### src/hdl/dwmd_pkg.sv
// Shared constants for the distinct window marker detector.
// Used by distinct_window_marker_detector_core; no dependencies.
package dwmd_pkg;

   localparam int MAX_WINDOW = 16;
   localparam int IDX_W      = $clog2(MAX_WINDOW);
   localparam int RUN_W      = $clog2(MAX_WINDOW + 1);
   localparam int SYM_W      = 8;
   localparam int LEN_W      = 5;
   localparam int POS_W      = 32;
   localparam int LEN_MIN    = 2;

   localparam logic [LEN_W-1:0] LEN_RESET = 5'd4;
   localparam logic [POS_W-1:0] POS_MAX   = '1;

endpackage

### src/hdl/distinct_window_marker_detector_core.sv
// After input acceptance the core scans S = min(run, MAX_WINDOW-1) prior entries,
// run being the length of the current all-distinct suffix; it skips the scan when S is 0.
// A new symbol is taken only once the response is registered, a limit set by the single
// read port of the byte ring buffer, which is scanned one entry per cycle; a stalled
// response holds the block in its final state until the output register frees.
// Reset (synchronous): count, run length and found flag clear, window_length = 4.
// Ring buffer contents are not cleared; only entries already written are read.
module distinct_window_marker_detector_core (
   input  logic                         clock,
   input  logic                         reset,
   input  logic                         csr_wr_en,
   input  logic [dwmd_pkg::LEN_W-1:0]   csr_wr_data,
   input  logic                         req_valid,
   output logic                         req_stall,
   input  logic [dwmd_pkg::SYM_W-1:0]   req_symbol,
   output logic                         rsp_valid,
   input  logic                         rsp_stall,
   output logic                         rsp_marker_found,
   output logic [dwmd_pkg::POS_W-1:0]   rsp_byte_position,
   output logic                         rsp_search_done
);

   typedef enum logic [1:0] {ST_IDLE, ST_SCAN, ST_FINISH} state_type;

   state_type                        state_ff, state_in;
   logic [dwmd_pkg::LEN_W-1:0]       len_ff, len_in;
   logic [dwmd_pkg::IDX_W-1:0]       wp_ff, wp_in;
   logic [dwmd_pkg::RUN_W-1:0]       run_ff, run_in;
   logic [dwmd_pkg::POS_W-1:0]       count_ff, count_in;
   logic                             found_ff, found_in;
   logic [dwmd_pkg::SYM_W-1:0]       sym_ff, sym_in;
   logic [dwmd_pkg::IDX_W-1:0]       scan_len_ff, scan_len_in;
   logic [dwmd_pkg::IDX_W:0]         issue_k_ff, issue_k_in;
   logic                             rd_v_ff, rd_v_in;
   logic [dwmd_pkg::IDX_W-1:0]       rd_k_ff, rd_k_in;
   logic                             match_ff, match_in;
   logic [dwmd_pkg::RUN_W:0]         dist_ff, dist_in;
   logic                             rsp_valid_ff, rsp_valid_in;
   logic                             marker_ff, marker_in;
   logic [dwmd_pkg::POS_W-1:0]       pos_ff, pos_in;
   logic                             done_ff, done_in;

   logic                             accept;
   logic                             out_free;
   logic                             ram_rd_en;
   logic [dwmd_pkg::IDX_W-1:0]       ram_rd_addr;
   logic [dwmd_pkg::SYM_W-1:0]       ram_rd_data;
   logic [dwmd_pkg::IDX_W-1:0]       ram_wr_addr;
   logic [dwmd_pkg::RUN_W-1:0]       n_eff;
   logic [dwmd_pkg::IDX_W-1:0]       scan_next;
   logic [dwmd_pkg::RUN_W:0]         run_cand;
   logic [dwmd_pkg::RUN_W:0]         run_new;

   assign req_stall         = (state_ff != ST_IDLE);
   assign accept            = req_valid && !req_stall;
   assign out_free          = !rsp_valid_ff || !rsp_stall;
   assign rsp_valid         = rsp_valid_ff;
   assign rsp_marker_found  = marker_ff;
   assign rsp_byte_position = pos_ff;
   assign rsp_search_done   = done_ff;

   assign ram_wr_addr = wp_ff + dwmd_pkg::IDX_W'(1);
   assign ram_rd_en   = (state_ff == ST_SCAN) && (issue_k_ff <= {1'b0, scan_len_ff});
   assign ram_rd_addr = wp_ff - issue_k_ff[dwmd_pkg::IDX_W-1:0];

   dwmd_ram #(
      .WIDTH(dwmd_pkg::SYM_W),
      .DEPTH(dwmd_pkg::MAX_WINDOW)
   ) u_ring (
      .clock  (clock),
      .wr_en  (accept),
      .wr_addr(ram_wr_addr),
      .wr_data(req_symbol),
      .rd_en  (ram_rd_en),
      .rd_addr(ram_rd_addr),
      .rd_data(ram_rd_data)
   );

   // clamp configured length to 2..MAX_WINDOW
   always_comb begin
      if (len_ff < dwmd_pkg::LEN_W'(dwmd_pkg::LEN_MIN)) begin
         n_eff = dwmd_pkg::RUN_W'(dwmd_pkg::LEN_MIN);
      end else if (32'(len_ff) > 32'(dwmd_pkg::MAX_WINDOW)) begin
         n_eff = dwmd_pkg::RUN_W'(dwmd_pkg::MAX_WINDOW);
      end else begin
         n_eff = dwmd_pkg::RUN_W'(len_ff);
      end
   end

   // prior entries to compare: min(run, MAX_WINDOW-1)
   always_comb begin
      if (32'(run_ff) > 32'(dwmd_pkg::MAX_WINDOW - 1)) begin
         scan_next = dwmd_pkg::IDX_W'(dwmd_pkg::MAX_WINDOW - 1);
      end else begin
         scan_next = dwmd_pkg::IDX_W'(run_ff);
      end
   end

   assign run_cand = {1'b0, run_ff} + (dwmd_pkg::RUN_W+1)'(1);
   assign run_new  = (run_cand < dist_ff) ? run_cand : dist_ff;

   always_comb begin
      state_in     = state_ff;
      len_in       = csr_wr_en ? csr_wr_data : len_ff;
      wp_in        = wp_ff;
      run_in       = run_ff;
      count_in     = count_ff;
      found_in     = found_ff;
      sym_in       = sym_ff;
      scan_len_in  = scan_len_ff;
      issue_k_in   = issue_k_ff;
      rd_v_in      = 1'b0;
      rd_k_in      = rd_k_ff;
      match_in     = match_ff;
      dist_in      = dist_ff;
      rsp_valid_in = rsp_valid_ff && rsp_stall;
      marker_in    = marker_ff;
      pos_in       = pos_ff;
      done_in      = done_ff;

      unique case (state_ff)
         ST_IDLE: begin
            if (accept) begin
               sym_in      = req_symbol;
               wp_in       = ram_wr_addr;
               count_in    = (count_ff == dwmd_pkg::POS_MAX) ? count_ff
                                                             : count_ff + 1'b1;
               scan_len_in = scan_next;
               issue_k_in  = (dwmd_pkg::IDX_W+1)'(1);
               match_in    = 1'b0;
               dist_in     = (dwmd_pkg::RUN_W+1)'(dwmd_pkg::MAX_WINDOW);
               state_in    = (scan_next == '0) ? ST_FINISH : ST_SCAN;
            end
         end
         ST_SCAN: begin
            if (ram_rd_en) begin
               rd_v_in    = 1'b1;
               rd_k_in    = issue_k_ff[dwmd_pkg::IDX_W-1:0];
               issue_k_in = issue_k_ff + 1'b1;
            end
            if (rd_v_ff) begin
               if (!match_ff && (ram_rd_data == sym_ff)) begin
                  match_in = 1'b1;
                  dist_in  = (dwmd_pkg::RUN_W+1)'(rd_k_ff);
               end
               if (rd_k_ff == scan_len_ff) begin
                  state_in = ST_FINISH;
               end
            end
         end
         ST_FINISH: begin
            if (out_free) begin
               run_in       = dwmd_pkg::RUN_W'(run_new);
               marker_in    = !found_ff && (run_new >= {1'b0, n_eff});
               done_in      = found_ff || (run_new >= {1'b0, n_eff});
               found_in     = done_in;
               pos_in       = count_ff;
               rsp_valid_in = 1'b1;
               state_in     = ST_IDLE;
            end
         end
         default: begin
            state_in = ST_IDLE;
         end
      endcase
   end

   always_ff @(posedge clock) begin
      if (reset) begin
         state_ff     <= ST_IDLE;
         len_ff       <= dwmd_pkg::LEN_RESET;
         wp_ff        <= '0;
         run_ff       <= '0;
         count_ff     <= '0;
         found_ff     <= 1'b0;
         rd_v_ff      <= 1'b0;
         rsp_valid_ff <= 1'b0;
      end else begin
         state_ff     <= state_in;
         len_ff       <= len_in;
         wp_ff        <= wp_in;
         run_ff       <= run_in;
         count_ff     <= count_in;
         found_ff     <= found_in;
         rd_v_ff      <= rd_v_in;
         rsp_valid_ff <= rsp_valid_in;
      end
      sym_ff      <= sym_in;
      scan_len_ff <= scan_len_in;
      issue_k_ff  <= issue_k_in;
      rd_k_ff     <= rd_k_in;
      match_ff    <= match_in;
      dist_ff     <= dist_in;
      marker_ff   <= marker_in;
      pos_ff      <= pos_in;
      done_ff     <= done_in;
   end

endmodule

### src/hdl/dwmd_ram.sv
// Generic simple dual-port RAM: one write port, one registered read port.
// No dependencies.
module dwmd_ram #(
   parameter int WIDTH = 8,
   parameter int DEPTH = 16
) (
   input  logic                     clock,
   input  logic                     wr_en,
   input  logic [$clog2(DEPTH)-1:0] wr_addr,
   input  logic [WIDTH-1:0]         wr_data,
   input  logic                     rd_en,
   input  logic [$clog2(DEPTH)-1:0] rd_addr,
   output logic [WIDTH-1:0]         rd_data
);

   logic [WIDTH-1:0] mem [DEPTH];

   always_ff @(posedge clock) begin
      if (wr_en) begin
         mem[wr_addr] <= wr_data;
      end
      if (rd_en) begin
         rd_data <= mem[rd_addr];
      end
   end

endmodule
### config.mk
export PLATFORM = sky130hd
export DESIGN_NAME = distinct_window_marker_detector_core
export DESIGN_NICKNAME = d
export VERILOG_FILES = /design/src/hdl/dwmd_pkg.sv /design/src/hdl/distinct_window_marker_detector_core.sv /design/src/hdl/dwmd_ram.sv
export SDC_FILE = /design/constraint.sdc
export NUM_CORES = 1
export LEC_CHECK = 0
export BUFFER_PORTS_ARGS = -buffer_cell sky130_fd_sc_hd__buf_2
export CAP_MARGIN = 30
export CORE_MARGIN = 8
export CORE_UTILIZATION = 60
export CTS_CLUSTER_DIAMETER = 100
export DETAILED_ROUTE_END_ITERATION = 16
export PLACE_DENSITY = 0.77
export SKIP_CTS_REPAIR_TIMING = 1
export SYNTH_ARGS = -nofsm -noshare
export SYNTH_HDL_FRONTEND = slang
export SYNTH_SLANG_ARGS = --single-unit
### constraint.sdc
create_clock -name clock -period 9 [get_ports clock]
set_input_delay 0 -clock clock [delete_from_list [all_inputs] [get_ports clock]]
set_output_delay 0 -clock clock [all_outputs]
set_load 0.1 [all_outputs]
# Word level (Yosys, flattened, before mapping)
# Memory sizes are Yosys's and may differ from the RTL's. A register that Yosys moved wholly into a read port is not among the register bits.
# Cells that the tools add are included.
dict set report word_totals {
  ff_bits 113
  ramBits 128
  inputBits 18
  output_inout_bits 36
  word_cells 92
  mem_count 1
}
# memory depth word_bits read_ports rd_ports_with_merged_regs write_ports line_no
set memory_table {}
lappend memory_table {u_ring.mem 16 8 1 1 1 dwmd_ram.sv:16} ;# logic [WIDTH-1:0] mem [DEPTH];
dict set report op_classes {
  add_sub_neg 5
  n_lt_le_gt_ge 6
  n_eq_ne 11
  mux 26
  bitwise_logic 2
  n_reduce_logical 24
}
# op n
set ops {}
lappend ops {{adder 32 x 1 -> 32 bit, second input constant} 1}
lappend ops {{equality test 32 bit, second input constant} 1}
lappend ops {{2-to-1 mux 6 bit} 4}
lappend ops {{2-to-1 mux 5 bit} 4}
lappend ops {{case mux 6 bit (2 select lines)} 1}
lappend ops {{2-to-1 mux 2 bit} 5}
lappend ops {{case mux 5 bit (2 select lines)} 1}
lappend ops {{equality test 8 bit} 1}
lappend ops {{2-to-1 mux 1 bit} 8}
lappend ops {{inequality test 2 bit, second input constant} 4}
lappend ops {{AND reduction 4 bit} 2}
lappend ops {{adder 5 x 1 -> 6 bit, second input constant} 1}
lappend ops {{greater-or-equal comparator 6 x 5 -> 1 bit} 1}
lappend ops {{less-than comparator 6 bit} 1}
lappend ops {{case mux 2 bit (3 select lines)} 1}
lappend ops {{AND reduction 2 bit} 3}
lappend ops {{AND reduction 3 bit} 2}
lappend ops {{adder 5 x 1 -> 5 bit, second input constant} 1}
lappend ops {{> comparator 5 x 4 -> 1 bit, second input constant} 1}
lappend ops {{> comparator 5 bit, second input constant} 1}
lappend ops {{less-or-equal comparator 5 x 4 -> 1 bit} 1}
lappend ops {{logical AND 1 bit} 5}
lappend ops {{zero test 1 bit} 5}
lappend ops {{less-than comparator 5 x 2 -> 1 bit, second input constant} 1}
lappend ops {{other kinds (14)} 18}

# Longest topological paths before layout
# Gate-level depths: netlist of run 1.
dict set report depth {
  depth_word 6
  mapped_depth 16
  mapped_depth_nobuf 15
}

# Cells and area by module
# A second synthesis of run 1 with hierarchy kept.
dict set report unflattened {
  cells_unflattened 699
  area_unflattened_um2 10406.2
}
# module instances cells_per_inst area_per_inst_um2 seq_area_each_um2
set modules_own_cells {}
lappend modules_own_cells {dwmd_ram 1 229 5227.5 4083.9}
lappend modules_own_cells {distinct_window_marker_detector_core 1 470 5178.7 2852.7}

# Worst setup path after synthesis of run 1
# OpenSTA, ideal clock, no wires.
dict set report synth_path {
  path_kind {register -> register}
  startpoint {register run_ff[0] in the netlist's numbering}
  endpoint {register marker_ff (netlist: rsp_marker_found) (data pin)}
  setup_ns 0.267
  t_arrival_ns 3.160
  required_time_ns 8.733
  setup_slack_ns 5.573
  stages_incl_launch_ff 17
  path_buffers 1
  period_less_slack_ns 3.427
  path_cell_list {dfxtp_1 > ha_1 > and3_1 > ha_1 > inv_1 > ha_1 > o21ai_0 > o21ai_0 > clkbuf_1 > nor2_1 > a21oi_1 > ha_1 > nand2b_1 > a21o_1 > a21o_1 > a21oi_1 > o22ai_1}
}
dict set report synth_between {
  elab_chain_cells 5
}
# item line_no
set synth_rtl {}
lappend synth_rtl {{start, declared} distinct_window_marker_detector_core.sv:28} ;# logic [dwmd_pkg::RUN_W-1:0] run_ff, run_in;
lappend synth_rtl {{start signal, assigned} distinct_window_marker_detector_core.sv:182} ;# run_ff <= run_in;
lappend synth_rtl {{adder 5 x 1 -> 6 bit *} distinct_window_marker_detector_core.sv:99} ;# assign run_cand = {1'b0, run_ff} + (dwmd_pkg::RUN_W+1)'(1);
lappend synth_rtl {{less-than comparator 6 bit} distinct_window_marker_detector_core.sv:100} ;# assign run_new = (run_cand < dist_ff) ? run_cand : dist_ff;
lappend synth_rtl {{2-to-1 mux 6 bit *} distinct_window_marker_detector_core.sv:100}
lappend synth_rtl {{greater-or-equal comparator 6 x 5 -> 1 bit *} distinct_window_marker_detector_core.sv:154} ;# marker_in = !found_ff && (run_new >= {1'b0, n_eff});
lappend synth_rtl {{logical AND 1 bit *} distinct_window_marker_detector_core.sv:154}
lappend synth_rtl {{end signal, assigned} distinct_window_marker_detector_core.sv:194} ;# marker_ff <= marker_in;
lappend synth_rtl {{end, declared} distinct_window_marker_detector_core.sv:39} ;# logic marker_ff, marker_in;
# Every way passes the cells marked *; elsewhere a longest branch is shown, timed or not.
# A chain may end at the register's enable or synchronous reset.

# Final worst setup path of run 1
dict set report layout_path {
  startpoint {register run_ff[0] in the netlist's numbering}
  endpoint {register marker_ff (netlist: rsp_marker_found) (data pin)}
}
dict set report layout_between {
  elab_chain_cells 5
}
# item line_no
set layout_rtl {}
lappend layout_rtl {{adder 5 x 1 -> 6 bit *} distinct_window_marker_detector_core.sv:99}
lappend layout_rtl {{less-than comparator 6 bit} distinct_window_marker_detector_core.sv:100}
lappend layout_rtl {{2-to-1 mux 6 bit *} distinct_window_marker_detector_core.sv:100}
lappend layout_rtl {{net run_new (one bit)} distinct_window_marker_detector_core.sv:52} ;# logic [dwmd_pkg::RUN_W:0] run_new;
lappend layout_rtl {{greater-or-equal comparator 6 x 5 -> 1 bit *} distinct_window_marker_detector_core.sv:154}
lappend layout_rtl {{logical AND 1 bit *} distinct_window_marker_detector_core.sv:154}
# The timed path passes the listed nets; every way through them passes the cells marked *.

==> flow_metrics.py, run 1 <==
metrics = {
    "critical_path": {
        "critical_path_required_time_ps": 9250,
        "critical_path.n_buffers_inverters": 2,
        "cpLargestDelayFamily": "compound AO/OA/AOI/OAI gates",
        "timing.critical_path.fanout_max": 11,
        "list_of_cells_traversed_by_the_critical_path": "ha_1 > and3_1 > ha_1 > inv_1 > ha_1 > o21ai_0 > o21ai_0 > buf_4 > mux2_2 > ha_1 > a21o_1 > a21o_1 > a21oi_1 > o22ai_1",
        "worst_path_most_repeated_cell": "sky130_fd_sc_hd__ha_1",
        "rr_startpoint": "run_ff[0]",
        "timing.critical_path.slowest_stage_cell": "sky130_fd_sc_hd__o21ai_0",
        "max_stage_delay_ps": 410,
        "timing.setup.critical_path_class": "reg -> reg",
        "crit_start": "run_ff[0]",
        "worstSetupEndpointType": "flop",
        "critPathArrivalTime_ps": 4050,
        "critical_path.startpoint_type": "flop",
    },
    "finish": {
        "seq_area_um2": 6940,
        "fillCellCount": 1170,
        "final_layout_size_suffix_gt1_share_pct": 16.8,
        "post_layout_nonfiller_instances": 1047,
        "fin_nets": 848,
        "area_growth_pct": 14.6,
        "multiInputGateArea_um2": 3330,
        "n_antenna_cell": 0,
    },
    "placed_design": {
        "placement.io_buffers": 53,
        "gp_congestion": 0.837,
        "placed_cells": 981,
        "hpwlAfterDp_um": 13500,
    },
    "logic_synthesis": {
        "avgSynthCellArea_um2": 14.5,
        "synth_edf_count": 197,
        "synth.top_cells.by_area": "sky130_fd_sc_hd__edfxtp_1 56%, sky130_fd_sc_hd__dfxtp_1 9.7%, sky130_fd_sc_hd__mux4_2 6.9%, sky130_fd_sc_hd__ha_1 3.0%, sky130_fd_sc_hd__mux2i_1 2.9%",
        "synth.top_cells.by_count": "197 x sky130_fd_sc_hd__edfxtp_1, 51 x sky130_fd_sc_hd__dfxtp_1, 49 x sky130_fd_sc_hd__nor2_1, 35 x sky130_fd_sc_hd__nand2_1, 32 x sky130_fd_sc_hd__mux4_2",
        "synthDistinctLibCells": 56,
        "yosysSeqAreaShare_pct": 66.1,
        "synth.yosys.warnings": 0,
        "mappedNetlistNets": 767,
        "share_of_synthesized_registers_carrying_an_async_set_or_reset_pct": 0,
        "netlist.area_leader.share_pct": 56.4,
        "yosys.area.top_type": "sky130_fd_sc_hd__edfxtp_1",
        "yosys_register_bits": 248,
        "yosysMostFrequentCell": "sky130_fd_sc_hd__edfxtp_1",
        "ys_dominant_reg_cell": "sky130_fd_sc_hd__edfxtp_1",
        "synthesis.instances": 723,
        "mappedNetlistArea_um2": 10500,
    },
    "cts": {
        "cts_root_buffer": "sky130_fd_sc_hd__clkbuf_16",
        "path_clk_slew_ps": 60,
        "htree_levels": 1,
        "ctsLongestPathBuffers": 3,
        "clock_sink_count": 248,
        "tritoncts": "built",
        "clkLatencyLatePin_ps": 520,
        "cts_made_buffers": 25,
    },
    "sta": {
        "final_min_period_over_clock_period_pct": 42.2,
        "max_freq_mhz": 263,
        "timing.final.max_slew_violations": 0,
        "min_period_ps": 3800,
        "finalHoldViolations": 0,
        "fin_tns_setup_ps": 0,
        "max_slew_margin_pct": 38.6,
        "setup_repair_after_global_routing_missed_its_margin": "no",
        "slew_worst_pin_ps": 921,
        "setup-violations-final": 0,
        "timing.clock.skew_ps": 7.39,
    },
    "global_routing": {
        "antenna_found_initial": 0,
        "first_pass_grt_wire_length_um": 33400,
        "via_count_of_the_first_global_routing_pass": 6206,
        "overflow": 0,
        "track_usage_pct": 19.2,
        "grt_start_max_net_pins": 60,
    },
    "pwr": {
        "share_clk_of_total_power_pct": 26.8,
        "power-per-cell-area_nw_per_um2": 324,
        "switching_share_pct": 34.8,
        "p_comb_share_pct": 34.5,
        "power.net_switching_mw": 1.35,
        "sequentialPowerShare_pct": 38.7,
        "cellInternalPower_mw": 2.54,
        "power.ir.vdd_worst_uv": 315,
        "cellLeakagePower_nw": 4.24,
    },
    "hold_path": {
        "min-delay-start": "req_valid",
        "hp-class": "in -> reg",
    },
    "detailed_routing": {
        "detail_route.vias_per_cell": 5.95,
        "route.antenna.remaining_nets": 0,
        "drt-initial-drc-count": 458,
        "drt_pass1_iterations": 6,
        "routedWlPerCell_um": 20.3,
        "routed_wirelength_um": 21200,
        "drc": 0,
        "detailroute.via_count": 6233,
    },
    "flow_run": {
        "drv.max_cap_violation_count": 0,
    },
    "die": {
        "dieArea_um2": 22000,
        "die_w_um": 148,
        "top_level_ports": 54,
        "placeableCoreArea_um2": 17200,
        "die_y_um": 148,
        "floorplan.initialDensity_pct": 61.1,
        "fp-row-count": 48,
    },
    "run_status": {
        "run_status": "finished, final reports clean",
    },
}
routing by layer:
layer / share of wire (%) / track usage [%] / vias to the layer above
met1: 41 / 24.1 / 3053
li1: - / - / 2917
met3: 5.7 / 3.28 / 48
met5: 0 / 0 / -
met4: 2.4 / 5.20 / 0
met2: 51 / 33.7 / 215
metrics by stage:
| stage | total power, mW | worst slack [ps] | hold WS (ps) | util [%] | area, um^2 |
|---|---|---|---|---|---|
| detailed placement | 2.86 | 5280 | 231 | 63.9 | 11000 |
| floorplan | 2.55 | 5570 | 98.9 | - | 10500 |
| global route | 4.06 | 5050 | 54.4 | 70.0 | 12000 |
| global placement | 2.81 | 5010 | 212 | 63.8 | 11000 |
| CTS | 3.91 | 5250 | -304 | 68.7 | 11800 |
| finish | 3.89 | 5200 | 3.57 | 70.0 | 12000 |
state kept, by name (all words and copies together), names as in the netlist:
signal / flops
count_ff: 32
dist_ff: 5
found_ff: 1
issue_k_ff: 5
len_ff: 5
match_ff: 1
rd_k_ff: 4
rd_v_ff: 1
rsp_byte_position: 32
rsp_marker_found: 1
rsp_search_done: 1
rsp_valid: 1
run_ff: 5
scan_len_ff: 4
state_ff: 2
sym_ff: 8
u_ring.mem: 128
u_ring.rd_data: 8
wp_ff: 4
cell type report:
type,count,area share (%)
well taps,225,2.34
multi-input cells,417,27.7
repair buffers,81,4.45
clock buffers,32,5.42
inverters,31,0.968
flip-flops and latches,248,57.7
clock inverters,13,1.42
kinds of logic after synthesis:
group / after synthesis / share of synthesized area, %
adder cells (fa/ha/maj): 26 / 3.17
AND/OR/NAND/NOR: 202 / 10.2
AO/OA/AOI/OAI: 92 / 5.50
buffers and inverters: 58 / 2.27
multiplexers: 65 / 10.1
XOR/XNOR: 32 / 2.67
flip-flops: 248 / 66.1
cells in the final DEF (no fill, tap or decap), types with 4 or more instances in the layout:
master / netlist / final
sky130_fd_sc_hd__edfxtp_1: 197 / 197
sky130_fd_sc_hd__and3_1: 7 / 7
sky130_fd_sc_hd__bufinv_16: 0 / 4
sky130_fd_sc_hd__nor2b_1: 13 / 13
sky130_fd_sc_hd__o31ai_1: 5 / 5
sky130_fd_sc_hd__a21oi_1: 28 / 28
sky130_fd_sc_hd__dlygate4sd3_1: 0 / 20
sky130_fd_sc_hd__mux4_2: 32 / 32
sky130_fd_sc_hd__nor2_1: 49 / 49
sky130_fd_sc_hd__nor3_1: 11 / 11
sky130_fd_sc_hd__o21a_1: 5 / 5
sky130_fd_sc_hd__clkbuf_16: 0 / 25
sky130_fd_sc_hd__nand2b_1: 10 / 10
sky130_fd_sc_hd__or3_1: 15 / 15
sky130_fd_sc_hd__clkbuf_1: 20 / 7
sky130_fd_sc_hd__inv_1: 30 / 30
sky130_fd_sc_hd__ha_1: 25 / 24
sky130_fd_sc_hd__mux2i_1: 30 / 30
sky130_fd_sc_hd__nand4_1: 13 / 13
sky130_fd_sc_hd__and2_1: 7 / 7
sky130_fd_sc_hd__and4_1: 6 / 6
sky130_fd_sc_hd__dfxtp_1: 51 / 51
sky130_fd_sc_hd__buf_2: 4 / 54
sky130_fd_sc_hd__buf_4: 0 / 6
sky130_fd_sc_hd__xnor2_1: 15 / 14
sky130_fd_sc_hd__a31oi_1: 9 / 9
sky130_fd_sc_hd__clkinv_1: 1 / 4
sky130_fd_sc_hd__nand2_1: 35 / 35
sky130_fd_sc_hd__o21ai_0: 23 / 23
sky130_fd_sc_hd__nand3_1: 18 / 18
sky130_fd_sc_hd__xor2_1: 17 / 17
path summary, 6_finish.rpt:
kind	endpoint	slack, ps	depth (start not counted)
max	rsp_marker_found	5200	14
min	state_ff[0]	4	5
max reg2reg	rsp_marker_found	5200	14
min reg2reg	state_ff[1]	490	2
power groups by stage:
stage	clock network, mW	registers, mW	logic, mW
5_1_grt	1.10	1.52	1.44
2_1_floorplan	0	1.76	0.798
4_1_cts	1.06	1.51	1.35
3_3_place_gp	0	1.52	1.29
3_5_place_dp	0	1.53	1.33
6_report	1.04	1.51	1.34
worst reg2reg max path, stage by stage, from the launching register on:
cell                      delay [ps]
sky130_fd_sc_hd__dfxtp_1         370
sky130_fd_sc_hd__ha_1            290
sky130_fd_sc_hd__and3_1          200
sky130_fd_sc_hd__ha_1            260
sky130_fd_sc_hd__inv_1            50
sky130_fd_sc_hd__ha_1            270
sky130_fd_sc_hd__o21ai_0          70
sky130_fd_sc_hd__o21ai_0         410
sky130_fd_sc_hd__buf_4           260
sky130_fd_sc_hd__mux2_2          360
sky130_fd_sc_hd__ha_1            290
sky130_fd_sc_hd__a21o_1          160
sky130_fd_sc_hd__a21o_1          170
sky130_fd_sc_hd__a21oi_1         220
sky130_fd_sc_hd__o22ai_1         130
Note: power is estimated with default switching activity, not from simulation.
==> run 2: changes to the inputs <==
--- a/config.mk
+++ b/config.mk
@@ -5,13 +5,14 @@
 export SDC_FILE = /design/constraint.sdc
 export NUM_CORES = 1
 export LEC_CHECK = 0
+export ABC_AREA = 1
 export BUFFER_PORTS_ARGS = -buffer_cell sky130_fd_sc_hd__buf_2
 export CAP_MARGIN = 30
 export CORE_MARGIN = 8
-export CORE_UTILIZATION = 60
+export CORE_UTILIZATION = 55
 export CTS_CLUSTER_DIAMETER = 100
 export DETAILED_ROUTE_END_ITERATION = 16
-export PLACE_DENSITY = 0.77
+export PLACE_DENSITY = 0.74
 export SKIP_CTS_REPAIR_TIMING = 1
 export SYNTH_ARGS = -nofsm -noshare
 export SYNTH_HDL_FRONTEND = slang
==> constraint.sdc (replaced) <==
create_clock -name clock -period 3.4 [get_ports clock]
set_input_delay 0 -clock clock [delete_from_list [all_inputs] [get_ports clock]]
set_output_delay 0 -clock clock [all_outputs]
set_load 0.1 [all_outputs]
==> flow_metrics.py, run 2 <==
metrics = {
    "detailed_routing": {
        "drt-initial-drc-count": 603,
        "route.antenna.remaining_nets": 0,
        "drc": 0,
        "routedWlPerCell_um": 16.1,
        "detailroute.via_count": 7987,
        "routed_wirelength_um": 24100,
        "detail_route.vias_per_cell": 5.33,
        "drt_pass1_iterations": 5,
    },
    "placed_design": {
        "place_area_um2": 11700,
        "hpwlAfterDp_um": 15600,
        "gp_congestion": 0.890,
        "placement.io_buffers": 53,
    },
    "critical_path": {
        "worstSetupEndpointType": "flop",
        "critical_path.startpoint_type": "flop",
        "critPathArrivalTime_ps": 3430,
        "critical_path_required_time_ps": 3680,
        "timing.critical_path.fanout_max": 6,
        "timing.setup.critical_path_class": "reg -> reg",
    },
    "logic_synthesis": {
        "yosysMostFrequentCell": "sky130_fd_sc_hd__nand2_1",
        "yosys.area.top_type": "sky130_fd_sc_hd__edfxtp_1",
        "yosys_register_bits": 248,
        "share_of_synthesized_registers_carrying_an_async_set_or_reset_pct": 0,
        "ys_dominant_reg_cell": "sky130_fd_sc_hd__edfxtp_1",
        "netlist.area_leader.share_pct": 52.8,
        "synth.top_cells.by_area": "sky130_fd_sc_hd__edfxtp_1 53%, sky130_fd_sc_hd__dfxtp_1 9.1%, sky130_fd_sc_hd__nand2_1 7.9%, sky130_fd_sc_hd__nor2_1 6.5%, sky130_fd_sc_hd__o21ai_0 5.3%",
        "mappedNetlistArea_um2": 11200,
        "synth_edf_count": 197,
        "synthesis.instances": 1132,
        "mappedNetlistNets": 1176,
        "yosysSeqAreaShare_pct": 61.9,
        "synthDistinctLibCells": 37,
        "avgSynthCellArea_um2": 9.89,
        "synth.top_cells.by_count": "237 x sky130_fd_sc_hd__nand2_1, 197 x sky130_fd_sc_hd__edfxtp_1, 193 x sky130_fd_sc_hd__nor2_1, 118 x sky130_fd_sc_hd__o21ai_0, 108 x sky130_fd_sc_hd__inv_1",
        "synth.yosys.warnings": 0,
    },
    "sta": {
        "finalHoldViolations": 0,
        "setup-violations-final": 0,
        "fin_tns_setup_ps": 0,
        "slew_worst_pin_ps": 894,
        "max_freq_mhz": 317,
        "setup_repair_after_global_routing_missed_its_margin": "no",
        "max_slew_margin_pct": 40.2,
        "min_period_ps": 3150,
        "timing.clock.skew_ps": 14.4,
        "timing.final.max_slew_violations": 0,
        "final_min_period_over_clock_period_pct": 92.8,
    },
    "pwr": {
        "power-per-cell-area_nw_per_um2": 837,
        "total_power_mw": 10.6,
        "cellLeakagePower_nw": 4.92,
        "power.ir.vdd_worst_uv": 412,
    },
    "finish": {
        "area_growth_pct": 13.6,
        "n_antenna_cell": 0,
        "seq_area_um2": 6940,
        "top_register": "u_ring.mem",
        "fillCellCount": 1555,
        "multiInputGateArea_um2": 3690,
        "final_layout_size_suffix_gt1_share_pct": 12.4,
        "layout_common_cells": "237 x sky130_fd_sc_hd__nand2_1, 197 x sky130_fd_sc_hd__edfxtp_1, 193 x sky130_fd_sc_hd__nor2_1",
        "fin_nets": 1255,
        "largest_reg_flops": 128,
        "mostFrequentLayoutCell": "sky130_fd_sc_hd__nand2_1",
        "stdcell_area_um2": 12700,
    },
    "cts": {
        "clock_sink_count": 248,
        "tritoncts": "built",
        "htree_levels": 1,
        "path_clk_slew_ps": 60,
        "clkLatencyLatePin_ps": 510,
        "cts_made_buffers": 24,
        "ctsLongestPathBuffers": 3,
        "cts_root_buffer": "sky130_fd_sc_hd__clkbuf_16",
    },
    "die": {
        "top_level_ports": 54,
        "placeableCoreArea_um2": 20100,
        "floorplan.initialDensity_pct": 55.7,
        "die_y_um": 159,
        "dieArea_um2": 25200,
        "fp-row-count": 52,
        "die_w_um": 159,
    },
    "global_routing": {
        "track_usage_pct": 19.4,
        "first_pass_grt_wire_length_um": 38700,
        "antenna_found_initial": 0,
        "overflow": 0,
        "via_count_of_the_first_global_routing_pass": 7623,
        "grt_start_max_net_pins": 65,
    },
    "flow_run": {
        "drv.max_cap_violation_count": 0,
    },
    "hold_path": {
        "hp-class": "in -> reg",
    },
    "run_status": {
        "run_status": "finished, final reports clean",
    },
}
==> run 2: per-layer routing <==
metal  part of all wire, %  GRT usage [%]  routed length (um)
met5                     0              0                   0
met2                    49           31.9               11800
met4                   2.2           6.02                 543
met3                   5.8           2.55                1400
met1                    43           26.2               10400
==> run 2: layout make-up <==
class	count	share of cell area, %
clock buffer	29	5.19
clock inverter	15	0.541
inverter	110	3.27
multi-input combinational	740	29.0
sequential	248	54.5
tap	270	2.66
timing repair buffer	87	4.76
==> run 2: metrics by stage <==
stage | hold WS [ps] | std cells | util, % | setup slack, ps
finish | 45.9 | 1499 | 63.3 | 246
global route | 74.6 | 1499 | 63.3 | 55.2
CTS | -315 | 1475 | 62.0 | 163
detailed placement | 222 | 1431 | 58.4 | 182
global placement | 217 | 1431 | 58.4 | 258
floorplan | 98.9 | 1132 | - | 415
==> run 2: where the power goes <==
part / internal, mW / leakage (nW) / switching (mW)
Combinational: 1.21 / 2.33 / 3.01
Clock: 1.38 / 0.372 / 1.08
Sequential: 3.78 / 2.22 / 0.182
Total: 6.37 / 4.92 / 4.27
==> run 2: critical path, cell delays in order, from the launching register on <==
cell	delay (ps)
sky130_fd_sc_hd__dfxtp_1	390
sky130_fd_sc_hd__ha_1	200
sky130_fd_sc_hd__nand2_1	60
sky130_fd_sc_hd__nor2_1	100
sky130_fd_sc_hd__ha_1	230
sky130_fd_sc_hd__inv_1	70
sky130_fd_sc_hd__ha_1	250
sky130_fd_sc_hd__and3_1	160
sky130_fd_sc_hd__nand2_1	140
sky130_fd_sc_hd__nand3_1	200
sky130_fd_sc_hd__o21ai_1	200
sky130_fd_sc_hd__inv_1	60
sky130_fd_sc_hd__ha_1	300
sky130_fd_sc_hd__a21o_1	180
sky130_fd_sc_hd__a21oi_1	170
sky130_fd_sc_hd__nand3_1	100
sky130_fd_sc_hd__nand2_1	70
sky130_fd_sc_hd__inv_1	30
==> run 2: path summary, 6_finish.rpt <==
path / to / slack (ps) / startpoint / cells after the start
worst min-delay path: state_ff[1] / 50 / reset / 3
worst min register to register: found_ff / 510 / found_ff / 2
worst max register to register: rsp_marker_found / 250 / run_ff[0] / 17
worst max-delay path: rsp_marker_found / 250 / run_ff[0] / 17
==> run 2: cell families (layout without fill, tap and decap cells) <==
kind of cell	Yosys count	count (layout)	synth area share [%]
DFF	248	248	61.9
AOI/OAI and AO/OA	191	191	9.43
and+or+nand+nor	499	499	18.5
adders and majority gates	26	26	2.97
buffers and inverters	144	241	5.32
xor gates and xnor gates	24	24	1.88
==> run 3: changes to the inputs <==
--- a/config.mk
+++ b/config.mk
@@ -5,14 +5,13 @@
 export SDC_FILE = /design/constraint.sdc
 export NUM_CORES = 1
 export LEC_CHECK = 0
-export ABC_AREA = 1
 export BUFFER_PORTS_ARGS = -buffer_cell sky130_fd_sc_hd__buf_2
 export CAP_MARGIN = 30
 export CORE_MARGIN = 8
 export CORE_UTILIZATION = 55
 export CTS_CLUSTER_DIAMETER = 100
 export DETAILED_ROUTE_END_ITERATION = 16
-export PLACE_DENSITY = 0.74
+export PLACE_DENSITY = 0.75
 export SKIP_CTS_REPAIR_TIMING = 1
 export SYNTH_ARGS = -nofsm -noshare
 export SYNTH_HDL_FRONTEND = slang
==> constraint.sdc (replaced) <==
create_clock -name clock -period 3.4 [get_ports clock]
set_input_delay 0 -clock clock [delete_from_list [all_inputs] [get_ports clock]]
set_output_delay 0 -clock clock [all_outputs]
set_load 0.005 [all_outputs]
==> flow_metrics.py, run 3 (synthesis results as in run 1) <==
metrics = {
    "placed_design": {
        "place_ws_ps": -10.1,
        "gp_congestion": 0.880,
        "hpwlAfterDp_um": 13900,
        "placed_cells": 1011,
        "placement.io_buffers": 53,
    },
    "run_status": {
        "run_status": "finished, final reports clean",
    },
    "pwr": {
        "cellLeakagePower_nw": 4.34,
        "power.ir.vdd_worst_uv": 679,
        "power-per-cell-area_nw_per_um2": 782,
    },
    "global_routing": {
        "antenna_found_initial": 0,
        "first_pass_grt_wire_length_um": 33600,
        "grt_start_max_net_pins": 60,
        "via_count_of_the_first_global_routing_pass": 6458,
        "overflow": 0,
        "track_usage_pct": 17.6,
    },
    "detailed_routing": {
        "detail_route.vias_per_cell": 5.89,
        "drt_pass1_iterations": 4,
        "detailroute.via_count": 6360,
        "drc": 0,
        "routed_wirelength_um": 21400,
        "routedWlPerCell_um": 19.8,
        "drt-initial-drc-count": 421,
        "route.antenna.remaining_nets": 0,
    },
    "finish": {
        "top_register": "u_ring.mem",
        "largest_reg_flops": 128,
        "area_growth_pct": 16.3,
        "mostFrequentLayoutCell": "sky130_fd_sc_hd__edfxtp_1",
        "post_layout_nonfiller_instances": 1079,
        "fin_nets": 871,
        "n_antenna_cell": 0,
        "multiInputGateArea_um2": 3350,
        "final_layout_size_suffix_gt1_share_pct": 19.6,
        "layout_common_cells": "197 x sky130_fd_sc_hd__edfxtp_1, 53 x sky130_fd_sc_hd__buf_2, 50 x sky130_fd_sc_hd__dfxtp_1",
        "fillCellCount": 1324,
        "seq_area_um2": 6940,
    },
    "die": {
        "dieArea_um2": 23800,
        "die_y_um": 154,
        "top_level_ports": 54,
        "placeableCoreArea_um2": 18700,
        "fp-row-count": 50,
        "floorplan.initialDensity_pct": 56.1,
        "die_w_um": 154,
    },
    "critical_path": {
        "timing.critical_path.fanout_max": 5,
        "cpLargestDelayFamily": "adder cells",
        "timing.setup.critical_path_class": "reg -> reg",
        "critPathArrivalTime_ps": 3500,
        "critical_path_required_time_ps": 3640,
        "critical_path.n_buffers_inverters": 1,
        "worst_path_most_repeated_cell": "sky130_fd_sc_hd__ha_1",
        "timing.critical_path.slowest_stage_cell": "sky130_fd_sc_hd__mux2_2",
        "worstSetupEndpointType": "flop",
        "critical_path.startpoint_type": "flop",
        "list_of_cells_traversed_by_the_critical_path": "ha_4 > and3_1 > ha_1 > inv_1 > ha_1 > o21ai_1 > o21ai_2 > mux2_2 > ha_1 > a21o_1 > a21o_1 > a21oi_2 > o22ai_1",
        "max_stage_delay_ps": 390,
    },
    "sta": {
        "final.hold.worst_slack_ps": 20.4,
        "max_slew_margin_pct": 47.7,
        "max_freq_mhz": 307,
        "timing.final.max_slew_violations": 0,
        "min_period_ps": 3250,
        "timing.final.ws_setup_ps": 148,
        "fin_tns_setup_ps": 0,
        "final_min_period_over_clock_period_pct": 95.6,
        "setup-violations-final": 0,
        "finalHoldViolations": 0,
        "slew_worst_pin_ps": 777,
        "timing.clock.skew_ps": 9.54,
    },
    "cts": {
        "cts_made_buffers": 25,
        "clkLatencyLatePin_ps": 510,
        "path_clk_slew_ps": 60,
        "ctsLongestPathBuffers": 3,
        "htree_levels": 1,
        "clock_sink_count": 248,
        "tritoncts": "built",
        "cts_root_buffer": "sky130_fd_sc_hd__clkbuf_16",
    },
    "flow_run": {
        "drv.max_cap_violation_count": 0,
    },
    "hold_path": {
        "hp-class": "in -> reg",
    },
}
## run 3: cell count changes in the layout (fill, tap and decap cells not counted), sizes merged, moves of 30 or more
| cell | before | now |
|---|---|---|
| inv | 109 | 31 |
| nor2 | 201 | 49 |
| o21ai | 128 | 23 |
| mux2i | 0 | 30 |
| mux4 | 0 | 32 |
| nand2 | 254 | 35 |
## run 3: routing by layer
| layer | wire [um] | up-vias | GRT usage (%) |
|---|---|---|---|
| met2 | 10700 | 205 | 31.0 |
| met3 | 1130 | 39 | 2.97 |
| met4 | 452 | 0 | 4.29 |
| li1 | - | 2961 | - |
| met5 | 0 | - | 0 |
| met1 | 9070 | 3155 | 22.1 |
## run 3: cell type report
type | count | share of cell area (%)
flip-flops and latches | 248 | 56.8
clock buffers | 34 | 5.57
inverters | 31 | 0.953
clock inverters | 11 | 0.769
multi-input cells | 417 | 27.5
repair buffers | 104 | 5.98
well taps | 234 | 2.40
## run 3: worst paths after layout
kind	start	to	slack (ps)	depth (start not counted)
hold reg to reg	count_ff[27]	rsp_byte_position[27]	480	0
hold / removal	req_valid	state_ff[0]	20	5
setup reg to reg	run_ff[1]	rsp_marker_found	150	13
setup / recovery	run_ff[1]	rsp_marker_found	150	13
## run 3: report_power, final
group          switching (mW)  internal (mW)
Sequential              0.210           3.77
Clock                    1.09           1.48
Combinational            1.61           1.37
## run 3: worst reg2reg max path, stage by stage (launching register included)
cell                      delay [ps]
sky130_fd_sc_hd__dfxtp_2         360
sky130_fd_sc_hd__ha_4            180
sky130_fd_sc_hd__and3_1          180
sky130_fd_sc_hd__ha_1            270
sky130_fd_sc_hd__inv_1            60
sky130_fd_sc_hd__ha_1            270
sky130_fd_sc_hd__o21ai_1          80
sky130_fd_sc_hd__o21ai_2         270
sky130_fd_sc_hd__mux2_2          390
sky130_fd_sc_hd__ha_1            300
sky130_fd_sc_hd__a21o_1          150
sky130_fd_sc_hd__a21o_1          190
sky130_fd_sc_hd__a21oi_2         180
sky130_fd_sc_hd__o22ai_1         120
## run 3: stage by stage
step	instance area, um^2	utilization, %	power, mW
floorplan	10500	-	6.04
global placement	11200	59.6	6.80
detailed placement	11200	59.7	6.94
CTS	11900	63.8	9.51
global route	12200	65.2	10.0
finish	12200	65.2	9.54
